**src/box_mean_filter_zero_pad_unit_macros.svh**
```systemverilog
// Assertion macros shared by the box mean filter RTL.
`ifndef BOX_MEAN_FILTER_ZERO_PAD_UNIT_MACROS_SVH
`define BOX_MEAN_FILTER_ZERO_PAD_UNIT_MACROS_SVH

`ifndef SYNTHESIS

// Same-cycle implication, checked out of reset.
`define BMF_ASSERT_IMPLIES(name, clk, rst, ante, cons) \
  name: assert property (@(posedge clk) disable iff (rst) (ante) |-> (cons)) \
    else $error("bmf assertion failed");

// Next-cycle implication, checked out of reset.
`define BMF_ASSERT_NEXT(name, clk, rst, ante, cons) \
  name: assert property (@(posedge clk) disable iff (rst) (ante) |=> (cons)) \
    else $error("bmf assertion failed");

`else

`define BMF_ASSERT_IMPLIES(name, clk, rst, ante, cons)
`define BMF_ASSERT_NEXT(name, clk, rst, ante, cons)

`endif

`endif

```
**src/bmf_pkg.sv**
```systemverilog
// Shared constants and types of the box mean filter.
`timescale 1ns / 1ps

package bmf_pkg;

  localparam int MAX_WIDTH  = 2048;
  localparam int MAX_MASK   = 31;
  localparam int MAX_HEIGHT = 2048;

  localparam int NUM_CH = 3;
  localparam int CH_W   = 8;
  localparam int PIX_W  = NUM_CH * CH_W;
  localparam int CH_MAX = (1 << CH_W) - 1;

  localparam int COL_W  = $clog2(MAX_WIDTH);
  localparam int ROW_W  = $clog2(MAX_HEIGHT);
  localparam int WCNT_W = $clog2(MAX_WIDTH + 1);
  localparam int HCNT_W = $clog2(MAX_HEIGHT + 1);

  localparam int REG_DIM_W  = 12;
  localparam int REG_MASK_W = 5;
  localparam int CFG_DATA_W = 12;
  localparam int CFG_IDX_W  = 2;

  localparam int MASK_W = $clog2(MAX_MASK + 1);
  localparam int PAD_W  = $clog2(MAX_MASK / 2 + 1);
  localparam int DIV_W  = $clog2(MAX_MASK * MAX_MASK + 1);

  // line store: power-of-two ring of rows, at least MAX_MASK+1 deep
  localparam int SLOT_W     = $clog2(MAX_MASK + 1);
  localparam int ROWS_KEPT  = 1 << SLOT_W;
  localparam int LINE_DEPTH = ROWS_KEPT * MAX_WIDTH;
  localparam int LINE_AW    = $clog2(LINE_DEPTH);

  localparam int COL_SUM_W = $clog2(MAX_MASK * CH_MAX + 1);
  // window sum briefly holds one extra column before the leaving one is dropped
  localparam int WIN_SUM_W = $clog2((MAX_MASK + 1) * MAX_MASK * CH_MAX + 1);
  localparam int CS_W      = NUM_CH * COL_SUM_W;

  localparam int STEP_W = $clog2(CH_W);

  localparam int QUEUE_DEPTH = 4;
  localparam int QPTR_W      = $clog2(QUEUE_DEPTH);
  localparam int QCNT_W      = $clog2(QUEUE_DEPTH + 1);

  typedef logic [CFG_IDX_W-1:0] cfg_idx_t;
  localparam cfg_idx_t REG_FRAME_WIDTH  = cfg_idx_t'(0);
  localparam cfg_idx_t REG_FRAME_HEIGHT = cfg_idx_t'(1);
  localparam cfg_idx_t REG_MASK_SIZE    = cfg_idx_t'(2);

  localparam logic OP_PIXEL = 1'b0;
  localparam logic OP_FLUSH = 1'b1;

  // effective geometry derived from the registers
  typedef struct packed {
    logic [WCNT_W-1:0] width;
    logic [HCNT_W-1:0] height;
    logic [PAD_W-1:0]  pad;
    logic [PAD_W-1:0]  ext;
    logic [DIV_W-1:0]  div;
    logic [DIV_W-1:0]  half;
  } geom_t;

  // work handed from the front to the back
  typedef struct packed {
    logic              has_px;
    logic [PIX_W-1:0]  px;
    logic [SLOT_W-1:0] slot;
    logic [COL_W-1:0]  wcol;
    logic              emit;
    logic [ROW_W-1:0]  row;
    logic [COL_W-1:0]  col;
    logic              last;
  } cmd_t;

endpackage

```
**src/bmf_queue.sv**
```systemverilog
// Short command queue between front and back.
`timescale 1ns / 1ps

`include "box_mean_filter_zero_pad_unit_macros.svh"

module bmf_queue (
  input  logic          clk,
  input  logic          rst,
  input  logic          push,
  input  bmf_pkg::cmd_t cmd_in,
  input  logic          pop,
  output bmf_pkg::cmd_t cmd_out,
  output logic          full,
  output logic          empty
);

  bmf_pkg::cmd_t              slots [bmf_pkg::QUEUE_DEPTH];
  logic [bmf_pkg::QPTR_W-1:0] wptr;
  logic [bmf_pkg::QPTR_W-1:0] rptr;
  logic [bmf_pkg::QCNT_W-1:0] cnt;

  assign full    = (cnt == bmf_pkg::QCNT_W'(bmf_pkg::QUEUE_DEPTH));
  assign empty   = (cnt == '0);
  assign cmd_out = slots[rptr];

  always_ff @(posedge clk) begin
    if (rst) begin
      wptr <= '0;
      rptr <= '0;
      cnt  <= '0;
    end else begin
      if (push) begin
        wptr <= wptr + bmf_pkg::QPTR_W'(1);
      end
      if (pop) begin
        rptr <= rptr + bmf_pkg::QPTR_W'(1);
      end
      if (push && !pop) begin
        cnt <= cnt + bmf_pkg::QCNT_W'(1);
      end else if (pop && !push) begin
        cnt <= cnt - bmf_pkg::QCNT_W'(1);
      end
    end
  end

  always_ff @(posedge clk) begin
    if (push) begin
      slots[wptr] <= cmd_in;
    end
  end

  `BMF_ASSERT_IMPLIES(a_no_pop_empty, clk, rst, pop, !empty)
  `BMF_ASSERT_IMPLIES(a_no_push_full, clk, rst, push, !full)
  `BMF_ASSERT_NEXT(a_push_fills, clk, rst, push && !pop, !empty)

endmodule

```
**config.mk**
```make
export PLATFORM = sky130hd
export DESIGN_NAME = bmf_queue
export DESIGN_NICKNAME = d
export VERILOG_FILES = /design/src/bmf_pkg.sv /design/src/bmf_queue.sv
export VERILOG_INCLUDE_DIRS = /design/src /design/src/src
export SDC_FILE = /design/constraint.sdc
export NUM_CORES = 1
export LEC_CHECK = 0
export BUFFER_PORTS_ARGS = -buffer_cell sky130_fd_sc_hd__buf_2
export CORE_ASPECT_RATIO = 1.2
export CORE_MARGIN = 2
export CORE_UTILIZATION = 33
export CTS_CLUSTER_SIZE = 12
export DETAILED_ROUTE_END_ITERATION = 12
export HOLD_SLACK_MARGIN = 0.1
export PLACE_DENSITY = 0.53
export SYNTH_ARGS = -nofsm -noshare
export SYNTH_HDL_FRONTEND = slang
export SYNTH_SLANG_ARGS = --single-unit
```
**constraint.sdc**
```tcl
create_clock -name clk -period 7.3 [get_ports clk]
set_input_delay 1.46 -clock clk [delete_from_list [all_inputs] [get_ports clk]]
set_output_delay 1.46 -clock clk [all_outputs]
set_load 0.005 [all_outputs]
```
* Word level (Yosys, flattened, before mapping)
Memory sizes are Yosys's and may differ from the RTL's. A register that Yosys moved wholly into a read port is not among the register bits.
Cells that the tools add are included.
** Word-level totals
- Flip-flop bits (word level) :: 7
- Bits of input ports :: 69
- Bits in writable memories :: 260
- Output and inout bits :: 67
- Memories :: 1
- Word-level logic and storage cells :: 21
** Cells by class
- Reductions and logical operators :: 6
- Add/sub/neg operators :: 4
- Equal/unequal tests :: 1
- Muxes and demuxes :: 6
** Memory list
- slots :: words 4, bits a word 65, read ports 1, clocked after Yosys merged registers in 1, wr ports 1, RTL line bmf_queue.sv:17 : bmf_pkg::cmd_t slots [bmf_pkg::QUEUE_DEPTH];
** Operators with widths (number)
- $mux 3 :: 2
- $add 2x1->2 const B :: 2
- $mux 2 :: 2
- $add 3x1->3 const B :: 1
- $eq 3x3->1 const B :: 1
- $logic_not 3->1 :: 1
- $sub 3x1->3 const B :: 1
- $logic_and 1x1->1 :: 2
- $logic_not 1->1 :: 2
- $mux 1 :: 2
- $reduce_bool 2->1 :: 1

* Logic depth before layout (Yosys ltp)
- Word-level depth :: 4
- Depth in mapped cells :: 7
- Depth with buffers taken out :: 7

* Worst setup path after synthesis
Ideal clock, no wire load.
- Path kind :: input -> register
- From :: input push
- To :: memory slots[0][0] (netlist name) (enable)
- Arrival time :: 2.989 ns
- Path buffers :: 0
- Setup time :: 0.430 ns
- Required time :: 6.870 ns
- Cell stages on the path :: 1
- Slack :: 3.881 ns
- Cell sequence :: and2_1
** Between the ends
- Cells in the longest elaborated chain, start to end :: 2
** RTL lines
- start, declared :: RTL line bmf_queue.sv:9 : input logic push,
- $mux 1 :: RTL line bmf_queue.sv:47 : if (push) begin
- $mux 1 (not written as such) :: RTL line bmf_queue.sv:48 : slots[wptr] <= cmd_in;
- end, declared :: RTL line bmf_queue.sv:17
No other way between the ends.

==> results.tsv <==
metric	value	unit
status	finished, final reports clean	
hold_class	register to register	
skew	21.0	ps
viasPerCell	4.62	
drive_gt1_frac	0.439	
nets	609	
syn_area	9850	um2
cts_buffer_depth	3	
yosysUniqueCellTypes	22	
clk-insertion-delay-late	540	ps
clkSinkCount	269	
fmax	0.232	GHz
fp.dieH	193	um
grt_max_degree	66	
fillers	2675	
cts_buffers	28	
tns	0	ps
worst_slew_pin_slew	1060	ps
cts_setup_buffers	0	
num_rows	69	
syn-num-nets	458	
num_antenna_cells	0	
grt_pass1_wl	28500	um
yosys_warnings	0	
overflow	0	
die_w	162	um
reg2regPathDepth	3	
layout_commonest_cell	edfxtp_1	
regArea	8000	um2
slew-limit-headroom	0.294	
final_cell_mix	edfxtp_1, buf_2, mux4_2	
end_kind	output port	
cts_resized	0	
setup_violations	0	
coreArea	29500	um2
synth_largest_area_cell	edfxtp_1	
critPathLaunchType	register	
period_minus_slack	4310	ps
path_clk_slew	60	ps
hold_violations	0	
ant_nets	0	
place_hpwl	10300	um
wl_per_cell	19.5	um
cp-endpoint	cmd_out[40]	
clock-root-buffer	clkbuf_16	
tritoncts	done	
ys_seq_area_frac	0.811	
vias	4355	
whs	512	ps
wirelength	18400	um
maxCapViolCount	0	
fin_crit_sh	0.590	
p_leak	0.00389	uW
cts_hold_buffers	0	
power_density	287	nW/um2
place_congestion	0.660	
remaining_drc_errors	0	
timing.rr.end	slots[0][20]	
synth.avg_cell_area	25.7	um2
io_buffers	135	
multi_input_area	1700	um2
initial_core_util	0.334	
firstDrtPassIters	4	
timing.final.max_slew_violations	0	
r2r-start	wptr[0]	
grt_pass1_vias	4930	
path_max_fanout	36	
synth.top_cell.area_share	0.792	
synth_area_leaders	edfxtp_1, mux4_2, dfxtp_1	
track_usage	0.119	
cp.required	5840	ps
grt_setup_unrepaired	no	
synth.ff_latch_count	269	
io_pins	136	
synthCells	383	
grt_antenna_before_repair	0	
ir_drop	0.160	mV
cts_max_level	1	
crit_type	register to output port	
rrSetupSlack	5460	ps
cp.arrival	2850	ps
die_area	31300	um2
drt_iter0_markers	211	
area_growth	18.9	%
## registers in the layout, indices dropped and copies added, names as in the netlist, named ones only
name,cells
slots,260
wptr,2
cnt,3
rptr,2
## worst min path at each step
stage,startpoint,slack [ps],cells after the start,endpoint
after floorplan,cnt[2],470,2,cnt[2]
after global placement,cnt[2],480,2,cnt[2]
after detailed placement,rptr[1],510,2,register
after CTS,cnt[2],520,2,cnt[2]
after global routing,cnt[2],570,2,cnt[2]
final,cnt[2],510,2,cnt[2]
## metal layers
| metal | global-route usage | wire length (um) |
|---|---|---|
| met4 | 0.0344 | 356 |
| met3 | 0.0219 | 787 |
| met1 | 0.139 | 7210 |
| met5 | 0 | 0 |
| met2 | 0.222 | 10000 |
## report_power, final
group	leakage (uW)	internal, uW	total [uW]	switching [uW]
combinational	0.00102	143	273	130
clock	0.000406	734	1280	543
sequential	0.00246	1770	1820	40.7
## cell families (layout without fill, tap and decap cells)
kind of cell	after synthesis	in the layout	share of synthesized area
and+or+nand+nor	15	15	0.00749
DFF	269	269	0.811
xor gates and xnor gates	5	5	0.00445
adders and majority gates	6	6	0.00838
AOI/OAI and AO/OA	2	2	0.00101
muxes	67	67	0.151
buffers and inverters	19	189	0.0174
## Yosys cell counts
library cell,number
edfxtp_1,260
mux4_2,65
dfxtp_1,9
nor2_1,7
buf_2,6
buf_12,5
ha_1,5
and2_1,4
inv_1,4
xor2_1,3
clkbuf_1,2
mux2i_1,2
xnor2_1,2
a21oi_1,1
buf_4,1
buf_6,1
fa_1,1
nand2_1,1
nor3_1,1
nor3b_1,1
o21ai_0,1
or3_1,1
## layout make-up
cell class                 count  share of cell area
sequential                   269               0.683
multi-input combinational     95               0.145
clock buffer                  41              0.0666
timing repair buffer         136              0.0583
tap                          390              0.0417
clock inverter                 8             0.00406
inverter                       4             0.00128
## stage by stage
step / power (uW) / utilization / worst slack, ps / cell area (um2) / instances
global placement: 2120 / 0.369 / 3450 / 10900 / 894
global route: 3510 / 0.397 / 2680 / 11700 / 943
finish: 3360 / 0.397 / 2990 / 11700 / 943
floorplan: 2000 / - / 3880 / 9850 / 383
CTS: 3430 / 0.397 / 2840 / 11700 / 943
detailed placement: 2130 / 0.369 / 3410 / 10900 / 894
## critical path: stages (launching register included)
cell and delay, ps:
dfxtp_4 740, buf_4 740, mux4_2 610, buf_2 150
Note: power is estimated with default switching activity, not from simulation.
