`config.mk`:
```
export PLATFORM = sky130hd
export DESIGN_NAME = bmf_front_flat
export DESIGN_NICKNAME = d
export VERILOG_FILES = /design/src/box_mean_filter_zero_pad_unit_macros.svh /design/src/bmf_pkg.sv /design/src/bmf_if.sv /design/src/bmf_front.sv /design/src/flat_wrapper.sv
export SDC_FILE = /design/constraint.sdc
export NUM_CORES = 1
export LEC_CHECK = 0
export ABC_AREA = 0
export BUFFER_PORTS_ARGS = -buffer_cell sky130_fd_sc_hd__clkbuf_2
export CAP_MARGIN = 30
export CORE_UTILIZATION = 45
export DETAILED_ROUTE_END_ITERATION = 16
export PLACE_DENSITY = 0.8
export SLEW_MARGIN = 20
export SYNTH_ARGS = -nofsm -noshare
export SYNTH_HDL_FRONTEND = slang
export SYNTH_SLANG_ARGS = --single-unit
```
`constraint.sdc`:
```
create_clock -name clk -period 15.6 [get_ports clk]
set_clock_uncertainty 0.2 [all_clocks]
set_input_delay 1.56 -clock clk [delete_from_list [all_inputs] [get_ports clk]]
set_output_delay 1.56 -clock clk [all_outputs]
set_load 0.01 [all_outputs]
```
`src/box_mean_filter_zero_pad_unit_macros.svh`:
```
// Assertion macros shared by the box mean filter RTL.
`ifndef BOX_MEAN_FILTER_ZERO_PAD_UNIT_MACROS_SVH
`define BOX_MEAN_FILTER_ZERO_PAD_UNIT_MACROS_SVH

`ifndef SYNTHESIS

// Same-cycle implication, checked out of reset.
`define BMF_ASSERT_IMPLIES(name, clk, rst, ante, cons) \
  name: assert property (@(posedge clk) disable iff (rst) (ante) |-> (cons)) \
    else $error("bmf assertion failed");

// Next-cycle implication, checked out of reset.
`define BMF_ASSERT_NEXT(name, clk, rst, ante, cons) \
  name: assert property (@(posedge clk) disable iff (rst) (ante) |=> (cons)) \
    else $error("bmf assertion failed");

`else

`define BMF_ASSERT_IMPLIES(name, clk, rst, ante, cons)
`define BMF_ASSERT_NEXT(name, clk, rst, ante, cons)

`endif

`endif

```
`src/bmf_pkg.sv`:
```
// Shared constants and types of the box mean filter.
`timescale 1ns / 1ps

package bmf_pkg;

  localparam int MAX_WIDTH  = 2048;
  localparam int MAX_MASK   = 31;
  localparam int MAX_HEIGHT = 2048;

  localparam int NUM_CH = 3;
  localparam int CH_W   = 8;
  localparam int PIX_W  = NUM_CH * CH_W;
  localparam int CH_MAX = (1 << CH_W) - 1;

  localparam int COL_W  = $clog2(MAX_WIDTH);
  localparam int ROW_W  = $clog2(MAX_HEIGHT);
  localparam int WCNT_W = $clog2(MAX_WIDTH + 1);
  localparam int HCNT_W = $clog2(MAX_HEIGHT + 1);

  localparam int REG_DIM_W  = 12;
  localparam int REG_MASK_W = 5;
  localparam int CFG_DATA_W = 12;
  localparam int CFG_IDX_W  = 2;

  localparam int MASK_W = $clog2(MAX_MASK + 1);
  localparam int PAD_W  = $clog2(MAX_MASK / 2 + 1);
  localparam int DIV_W  = $clog2(MAX_MASK * MAX_MASK + 1);

  // line store: power-of-two ring of rows, at least MAX_MASK+1 deep
  localparam int SLOT_W     = $clog2(MAX_MASK + 1);
  localparam int ROWS_KEPT  = 1 << SLOT_W;
  localparam int LINE_DEPTH = ROWS_KEPT * MAX_WIDTH;
  localparam int LINE_AW    = $clog2(LINE_DEPTH);

  localparam int COL_SUM_W = $clog2(MAX_MASK * CH_MAX + 1);
  // window sum briefly holds one extra column before the leaving one is dropped
  localparam int WIN_SUM_W = $clog2((MAX_MASK + 1) * MAX_MASK * CH_MAX + 1);
  localparam int CS_W      = NUM_CH * COL_SUM_W;

  localparam int STEP_W = $clog2(CH_W);

  localparam int QUEUE_DEPTH = 4;
  localparam int QPTR_W      = $clog2(QUEUE_DEPTH);
  localparam int QCNT_W      = $clog2(QUEUE_DEPTH + 1);

  typedef logic [CFG_IDX_W-1:0] cfg_idx_t;
  localparam cfg_idx_t REG_FRAME_WIDTH  = cfg_idx_t'(0);
  localparam cfg_idx_t REG_FRAME_HEIGHT = cfg_idx_t'(1);
  localparam cfg_idx_t REG_MASK_SIZE    = cfg_idx_t'(2);

  localparam logic OP_PIXEL = 1'b0;
  localparam logic OP_FLUSH = 1'b1;

  // effective geometry derived from the registers
  typedef struct packed {
    logic [WCNT_W-1:0] width;
    logic [HCNT_W-1:0] height;
    logic [PAD_W-1:0]  pad;
    logic [PAD_W-1:0]  ext;
    logic [DIV_W-1:0]  div;
    logic [DIV_W-1:0]  half;
  } geom_t;

  // work handed from the front to the back
  typedef struct packed {
    logic              has_px;
    logic [PIX_W-1:0]  px;
    logic [SLOT_W-1:0] slot;
    logic [COL_W-1:0]  wcol;
    logic              emit;
    logic [ROW_W-1:0]  row;
    logic [COL_W-1:0]  col;
    logic              last;
  } cmd_t;

endpackage

```
`src/bmf_if.sv`:
```
// Stream and configuration channel interfaces of the box mean filter.
`timescale 1ns / 1ps

interface bmf_in_if;
  logic                      valid;
  logic                      ready;
  logic                      op;
  logic [bmf_pkg::CH_W-1:0]  in_chan0;
  logic [bmf_pkg::CH_W-1:0]  in_chan1;
  logic [bmf_pkg::CH_W-1:0]  in_chan2;
  modport source (output valid, op, in_chan0, in_chan1, in_chan2, input ready);
  modport sink (input valid, op, in_chan0, in_chan1, in_chan2, output ready);
endinterface


```
`src/bmf_front.sv`:
```
// Front end: accepts beats, tracks input and result positions, issues commands.
`timescale 1ns / 1ps

module bmf_front (
  input  logic            clk,
  input  logic            rst,
  input  bmf_pkg::geom_t  geom,
  input  logic            restart,
  bmf_in_if.sink          pix_in,
  input  logic            full,
  output logic            push,
  output bmf_pkg::cmd_t   cmd
);

  logic [bmf_pkg::HCNT_W-1:0] in_row;
  logic [bmf_pkg::COL_W-1:0]  in_col;
  logic [bmf_pkg::HCNT_W-1:0] er;
  logic [bmf_pkg::COL_W-1:0]  ec;

  logic                       accept;
  logic                       px_ok;
  logic [bmf_pkg::WCNT_W-1:0] col_inc;
  logic [bmf_pkg::HCNT_W-1:0] nrow;
  logic [bmf_pkg::COL_W-1:0]  ncol;
  logic [bmf_pkg::HCNT_W-1:0] hm1;
  logic [bmf_pkg::WCNT_W-1:0] wm1;
  logic [bmf_pkg::HCNT_W-1:0] lr_raw;
  logic [bmf_pkg::HCNT_W-1:0] last_r;
  logic [bmf_pkg::WCNT_W-1:0] lc_raw;
  logic [bmf_pkg::WCNT_W-1:0] last_c;
  logic                       emit;
  logic [bmf_pkg::WCNT_W-1:0] ec_inc;
  logic [bmf_pkg::HCNT_W-1:0] er_n;
  logic [bmf_pkg::COL_W-1:0]  ec_n;
  logic                       done;

  assign pix_in.ready = !full;
  assign accept       = pix_in.valid && pix_in.ready;

  always_comb begin
    px_ok   = (pix_in.op == bmf_pkg::OP_PIXEL) && (in_row < geom.height);
    col_inc = {1'b0, in_col} + bmf_pkg::WCNT_W'(1);
    nrow    = in_row;
    ncol    = in_col;
    if (px_ok) begin
      if (col_inc == geom.width) begin
        ncol = '0;
        nrow = in_row + bmf_pkg::HCNT_W'(1);
      end else begin
        ncol = col_inc[bmf_pkg::COL_W-1:0];
      end
    end

    // last pixel the next result's window needs, clamped to the frame
    hm1    = geom.height - bmf_pkg::HCNT_W'(1);
    wm1    = geom.width - bmf_pkg::WCNT_W'(1);
    lr_raw = er + bmf_pkg::HCNT_W'(geom.ext);
    last_r = (lr_raw > hm1) ? hm1 : lr_raw;
    lc_raw = {1'b0, ec} + bmf_pkg::WCNT_W'(geom.ext);
    last_c = (lc_raw > wm1) ? wm1 : lc_raw;
    emit   = (nrow > last_r) || ((nrow == last_r) && ({1'b0, ncol} > last_c));

    ec_inc = {1'b0, ec} + bmf_pkg::WCNT_W'(1);
    if (ec_inc == geom.width) begin
      ec_n = '0;
      er_n = er + bmf_pkg::HCNT_W'(1);
    end else begin
      ec_n = ec_inc[bmf_pkg::COL_W-1:0];
      er_n = er;
    end
    done = emit && (er_n == geom.height);

    cmd.has_px = px_ok;
    cmd.px     = {pix_in.in_chan2, pix_in.in_chan1, pix_in.in_chan0};
    cmd.slot   = in_row[bmf_pkg::SLOT_W-1:0];
    cmd.wcol   = in_col;
    cmd.emit   = emit;
    cmd.row    = er[bmf_pkg::ROW_W-1:0];
    cmd.col    = ec;
    cmd.last   = done;
    push       = accept && (px_ok || emit);
  end

  always_ff @(posedge clk) begin
    if (rst || restart) begin
      in_row <= '0;
      in_col <= '0;
      er     <= '0;
      ec     <= '0;
    end else if (accept) begin
      if (done) begin
        in_row <= '0;
        in_col <= '0;
        er     <= '0;
        ec     <= '0;
      end else begin
        in_row <= nrow;
        in_col <= ncol;
        if (emit) begin
          er <= er_n;
          ec <= ec_n;
        end
      end
    end
  end

endmodule

```
`src/flat_wrapper.sv`:
```
// flat-port wrapper written by rule: the top's interface ports become plain ports
module bmf_front_flat 
  (clk, rst, geom, restart, full, push, cmd, pix_in_valid, pix_in_op, pix_in_in_chan0, pix_in_in_chan1, pix_in_in_chan2, pix_in_ready);
  bmf_in_if pix_in_i ();
  input  logic clk;
  input  logic rst;
  input  bmf_pkg::geom_t geom;
  input  logic restart;
  input  logic full;
  output logic push;
  output bmf_pkg::cmd_t cmd;
  input wire logic [$bits(pix_in_i.valid)-1:0] pix_in_valid;
  input wire logic [$bits(pix_in_i.op)-1:0] pix_in_op;
  input wire logic [$bits(pix_in_i.in_chan0)-1:0] pix_in_in_chan0;
  input wire logic [$bits(pix_in_i.in_chan1)-1:0] pix_in_in_chan1;
  input wire logic [$bits(pix_in_i.in_chan2)-1:0] pix_in_in_chan2;
  output wire logic [$bits(pix_in_i.ready)-1:0] pix_in_ready;
  assign pix_in_i.valid = pix_in_valid;
  assign pix_in_i.op = pix_in_op;
  assign pix_in_i.in_chan0 = pix_in_in_chan0;
  assign pix_in_i.in_chan1 = pix_in_in_chan1;
  assign pix_in_i.in_chan2 = pix_in_in_chan2;
  assign pix_in_ready = pix_in_i.ready;
  bmf_front u_core (.clk(clk), .rst(rst), .geom(geom), .restart(restart), .pix_in(pix_in_i), .full(full), .push(push), .cmd(cmd));
endmodule
```
# --- Word-level counts from Yosys, hierarchy flattened ---
# Cells that the tools add are included.
totals:
  output_inout_bits: 67
  input_bits: 82
  word_cells: 47
  regBits: 46
op_classes:
  eq_ne: 4
  reduce_logical: 11
  magnitude_cmp: 5
  mux: 14
  bitwise_logic: 1
  addsub: 8
op_table:
  columns: ["operator", "count"]
  rows:
  - ["two-way mux 12 bit", 8]
  - ["two-way mux 11 bit", 6]
  - ["== test 12 bit", 4]
  - ["> comparator 12 bit", 3]
  - ["adder 11 x 1 -> 12 bit (second input constant)", 2]
  - ["adder 12 x 1 -> 12 bit (second input constant)", 2]
  - ["subtractor 12 x 1 -> 12 bit (second input constant)", 2]
  - ["adder 11 x 4 -> 12 bit", 1]
  - ["adder 12 x 4 -> 12 bit", 1]
  - ["> comparator 11 x 12 -> 1 bit", 1]
  - ["< comparator 12 bit", 1]
  - ["logical AND 1 bit", 5]
  - ["logical OR 1 bit", 3]
  - ["AND reduction 2 bit", 1]
  - ["nonzero test 2 bit", 1]
  - ["logical NOT 1 bit", 1]
  - ["inverter 1 bit", 1]

# --- Depth between registers and ports, before layout ---
depth:
  ltp_word: 10
  ltp_mapped: 31
  depth_no_buf: 28

# --- Worst setup path after synthesis ---
# Ideal clock, no wire load.
synth_timing:
  path_kind: "in2out"
  startpoint: "in geom[20] (netlist bit)"
  endpoint: "out cmd[0] (netlist bit)"
  path_slack_ns: 7.323
  path_buffers: 2
  required_time_ns: 13.840
  arrival_ns: 6.517
  stages: 29
  cell_sequence: "ha_1 -> fa_1 -> a21o_1 -> a21oi_1 -> nor2_1 -> xnor2_1 -> inv_1 -> ha_1 -> a21oi_1 -> nor2b_1 -> o21ai_0 -> nand2b_1 -> a21oi_1 -> nor2b_1 -> o21ai_0 -> a32oi_1 -> clkbuf_1 -> mux2i_1 -> ha_1 -> and3_1 -> nand3_1 -> or3_1 -> a311oi_1 -> o31ai_1 -> a21o_1 -> nand2_1 -> nand4_1 -> nor4b_1 -> buf_4"
synth_via:
  elab_chain_len: 7
  word_cells_on_any_way: 12
  classes_between: "add/sub: 2; order compare: 4; eq/ne: 1; mux: 2; reduce/logical: 3"
synth_lines:
  columns: ["item", "line_no", "source"]
  rows:
  - ["start: declaration", "flat_wrapper.sv:7", "input bmf_pkg::geom_t geom;"]
  - ["adder 11 x 4 -> 12 bit or adder 12 x 4 -> 12 bit (tied branches)", "bmf_front.sv:59, bmf_front.sv:57", null]
  - ["> comparator 12 bit (on tied branches)", "bmf_front.sv:60, bmf_front.sv:58", null]
  - ["two-way mux 12 bit (on tied branches)", "bmf_front.sv:60, bmf_front.sv:58", null]
  - ["> comparator 11 x 12 -> 1 bit or == test 12 bit (tied branches)", "bmf_front.sv:61", "emit = (nrow > last_r) || ((nrow == last_r) && ({1'b0, ncol} > last_c));"]
  - ["logical AND 1 bit", "bmf_front.sv:61", null]
  - ["logical OR 1 bit (*)", "bmf_front.sv:61", null]
  - ["net u_core.emit", "bmf_front.sv:31", "logic emit;"]
  - ["logical AND 1 bit (*)", "bmf_front.sv:71", "done = emit && (er_n == geom.height);"]
  - ["end: declaration", "flat_wrapper.sv:11", "output bmf_pkg::cmd_t cmd;"]
# The timed path passes the listed nets; every way through them passes the cells marked *.

==> metrics.md <==
| Metric | Value |
|---|---|
| Outcome | `completed` |
| Via count | `6,598` |
| Synth top area share | `13.72%` |
| Diodes inserted | `0` |
| DRC Markers | `0` |
| Initial Util | `between 40% and 50%` |
| Rows | `44` |
| Worst-path fanout max | `12` |
| Power Density | `42.82 nW/um2` |
| CTS tree | `done` |
| Setup TNS | `0 ns` |
| Post-synth top cells | `79 x nand2_1, 72 x ha_1, 60 x xnor2_1` |
| CTS max path bufs | `2` |
| # setup viols final | `0` |
| Setup CP Type | `input pin to output port` |
| Post-CTS setup buffer count | `0` |
| DR WL/cell | `about 17 um` |
| Final Critical Period | `approximately 9 ns` |
| Die Span X | `124.1 um` |
| Required time worst endpoint | `between 10 and 15 ns` |
| H-tree depth | `2` |
| Synth Area in Compound Gates | `a little under a fifth` |
| RD Place Congestion | `~0.93` |
| Hpwl dp | `~15 mm` |
| Period utilisation layout | `between 50% and 60%` |
| Register area share after synthesis | `13.72%` |
| Multi-input gate area | `approximately 5000 um2` |
| Num CTS Buffers | `5` |
| Global-route wire length before repair | `30.29 mm` |
| Share of cells above drive strength 1 | `11.75%` |
| Total track usage | `about 25%` |
| Register area | `slightly above 900 um2` |
| Vias in the first global route | `about 6,100` |
| Ys async rst share | `0%` |
| Filler cells | `approximately 1,400` |
| Yosys synthesis warning count | `0` |
| Crit-path leading delay family | `compound AO/OA/AOI/OAI gates` |
| HP Class | `register to register` |
| Flop pwr share | `~39%` |
| Layout area overhead | `4.492%` |
| Ys flop type | `dfxtp_1` |
| Detailed Route Iter0 Violations | `~540` |
| Total clock sinks | `46` |
| Final nets | `approximately 1,100` |
| Post-synth top area cell | `dfxtp_1` |
| Post-synthesis register bit count | `46` |
| Clk Latency, worst-skew pair | `approximately 0.29 ns` |
| Largest net degree at the start of global routing | `39` |
| Crit start category | `input pin` |
| P_sw | `between 0.08 and 0.09 mW` |
| Peak Freq | `~110 MHz` |
| Peak per-stage delay on the critical path | `around 0.43 ns` |
| Critical Path Slowest Stage Cell | `or3_1` |
| Most area-consuming cells after synthesis | `dfxtp_1 14%, ha_1 13%, xnor2_1 7.8%, buf_4 5.3%, nand2_1 4.4%` |
| Critical Path AT | `approximately 7 ns` |
| Internal cell power | `approximately 0.21 mW` |
| I/O Buffers | `76` |
| Root buf cell | `clkbuf_16` |
| Die area | `15,410 um2` |
| Core area | `between 10,000 and 15,000 um2` |
| Final-report hold violation count | `0` |
| Pleak | `2.999 nW` |
| Count leader, synth | `nand2_1` |
| Routed Antenna Nets | `0` |
| CP bufs+invs | `4` |
| Multiplexer share of the synthesized area | `~3.0%` |
| Cell variety after synth | `68` |
| Via/cell ratio | `~6.0` |
| Synth Area per Inst | `roughly 7.4 um2` |
| RSZ-0062 raised after global routing | `false` |
| Maximum vdd drop | `between 40 and 50 uV` |
| Number of gates resized after CTS | `0` |
| Max-cap violations | `0` |
| Die Span Y | `between 100 and 150 um` |
| Simple-gate share of the synthesized area | `about 28%` |
| Critical path capture point type | `output port` |
| Slew Limit Fails | `0` |
| Hold_ws | `around 0.31 ns` |
| Slew headroom | `35.83%` |
| Reg clk slew, reported paths | `around 0.060 ns` |
| Post-Synth XOR/XNOR Area | `12.00%` |
| Main combinational cell family by area after synthesis | `simple AND/OR/NAND/NOR gates` |
| Initial antenna violation count | `1` |
| DRT Pass-1 Iters | `7` |
| Routed WL | `18.92 mm` |
| Switching share of power | `about 29%` |
| Combinational fraction of design power | `a little under a fifth` |
| Post-synth EDFFs | `0` |
| Synth Net Count | `approximately 1,100` |
| Hold Buf Count CTS | `0` |
| Worst-Margin Slew | `about 0.96 ns` |
| Cell Area, Synth | `between 6000 and 7000 um2` |
| Synthesized netlist cell count | `roughly 910` |
| Post-Synth Adder-Cell Area | `~14%` |
| GRT overflow | `0` |
| Clock power share | `between 40% and 50%` |
| # IOs | `149` |
## power groups by stage
stage	Sequential, mW	Combinational (mW)	Clock, mW
3_5_place_dp	0.120	0.0561	0
3_3_place_gp	0.120	0.0550	0
4_1_cts	0.118	0.0565	0.126
2_1_floorplan	0.120	0.0434	0
6_report	0.118	0.0577	0.125
5_1_grt	0.118	0.0637	0.131
## worst min-delay path: cells and delay by family (launching register included)
family	cells	cell delay (ns)
AO/OA/AOI/OAI	1	0.06
flip-flops	1	0.34
AND/OR/NAND/NOR	1	0.07
## cells in the final DEF, fill, tap and decap left out, types with 21 or more instances in the layout
cell type	Yosys	routed
xnor2_1	60	60
xor2_1	32	32
o21ai_0	47	47
nand3_1	52	52
a21oi_1	45	44
clkbuf_2	0	76
nor3_1	34	34
nand4_1	25	25
ha_1	72	72
nor2_1	53	53
nand2_1	79	79
inv_1	42	42
dfxtp_1	46	46
a21o_1	21	21
## path summary, 6_finish.rpt
path,slack (ns),startpoint,end,cells past startpoint
max reg2reg,8.46,u_core.er[0]$_SDFFE_PP0P_,u_core.ec[6]$_SDFFE_PP0P_,30
min reg2reg,0.31,u_core.in_row[5]$_SDFFE_PP0P_,u_core.in_row[5]$_SDFFE_PP0P_,2
min,0.31,u_core.in_row[5]$_SDFFE_PP0P_,u_core.in_row[5]$_SDFFE_PP0P_,2
max,6.65,geom[20],cmd[0],30
## logic make-up after synthesis
group                      Yosys count
xor gates and xnor gates            92
DFF                                 46
adders and majority gates           74
and+or+nand+nor                    354
AOI/OAI and AO/OA                  189
muxes                               20
buffers and inverters              138
## sequential cells by signal, summed over array words and instances, names as in the netlist
register,count
u_core.in_row,12
u_core.er,12
u_core.in_col,11
u_core.ec,11
## metrics by stage
stage                     utilization [%]  setup slack, ns  cells  power, mW  area [um2]
after floorplan                         -            7.323    913     0.1637        6713
after global placement              47.00            6.818   1084     0.1754        6830
after detailed placement            47.00            6.737   1084     0.1765        6830
after CTS                           48.14            6.700   1092     0.3004        6997
after global routing                48.26            6.174   1095     0.3125        7014
final                               48.26            6.649   1095     0.3004        7014
## routing by layer
metal / up-vias / share of wire, % / GRT usage (%)
met2: 258 / 44 / 38.74
met4: 0 / 2.6 / 9.673
met5: - / 0 / 0
li1: 3242 / - / -
met1: 3059 / 46 / 34.60
met3: 39 / 7.0 / 3.755
## cell type report
class                           count  area share, %
Sequential cell                    46          13.13
Timing Repair Buffer               86          6.422
Inverter                           42          2.248
Multi-Input combinational cell    729          72.55
Clock buffer                        6          1.837
Tap cell                          184          3.282
Clock inverter                      2         0.5351
Power figures use the tool's default switching activity.
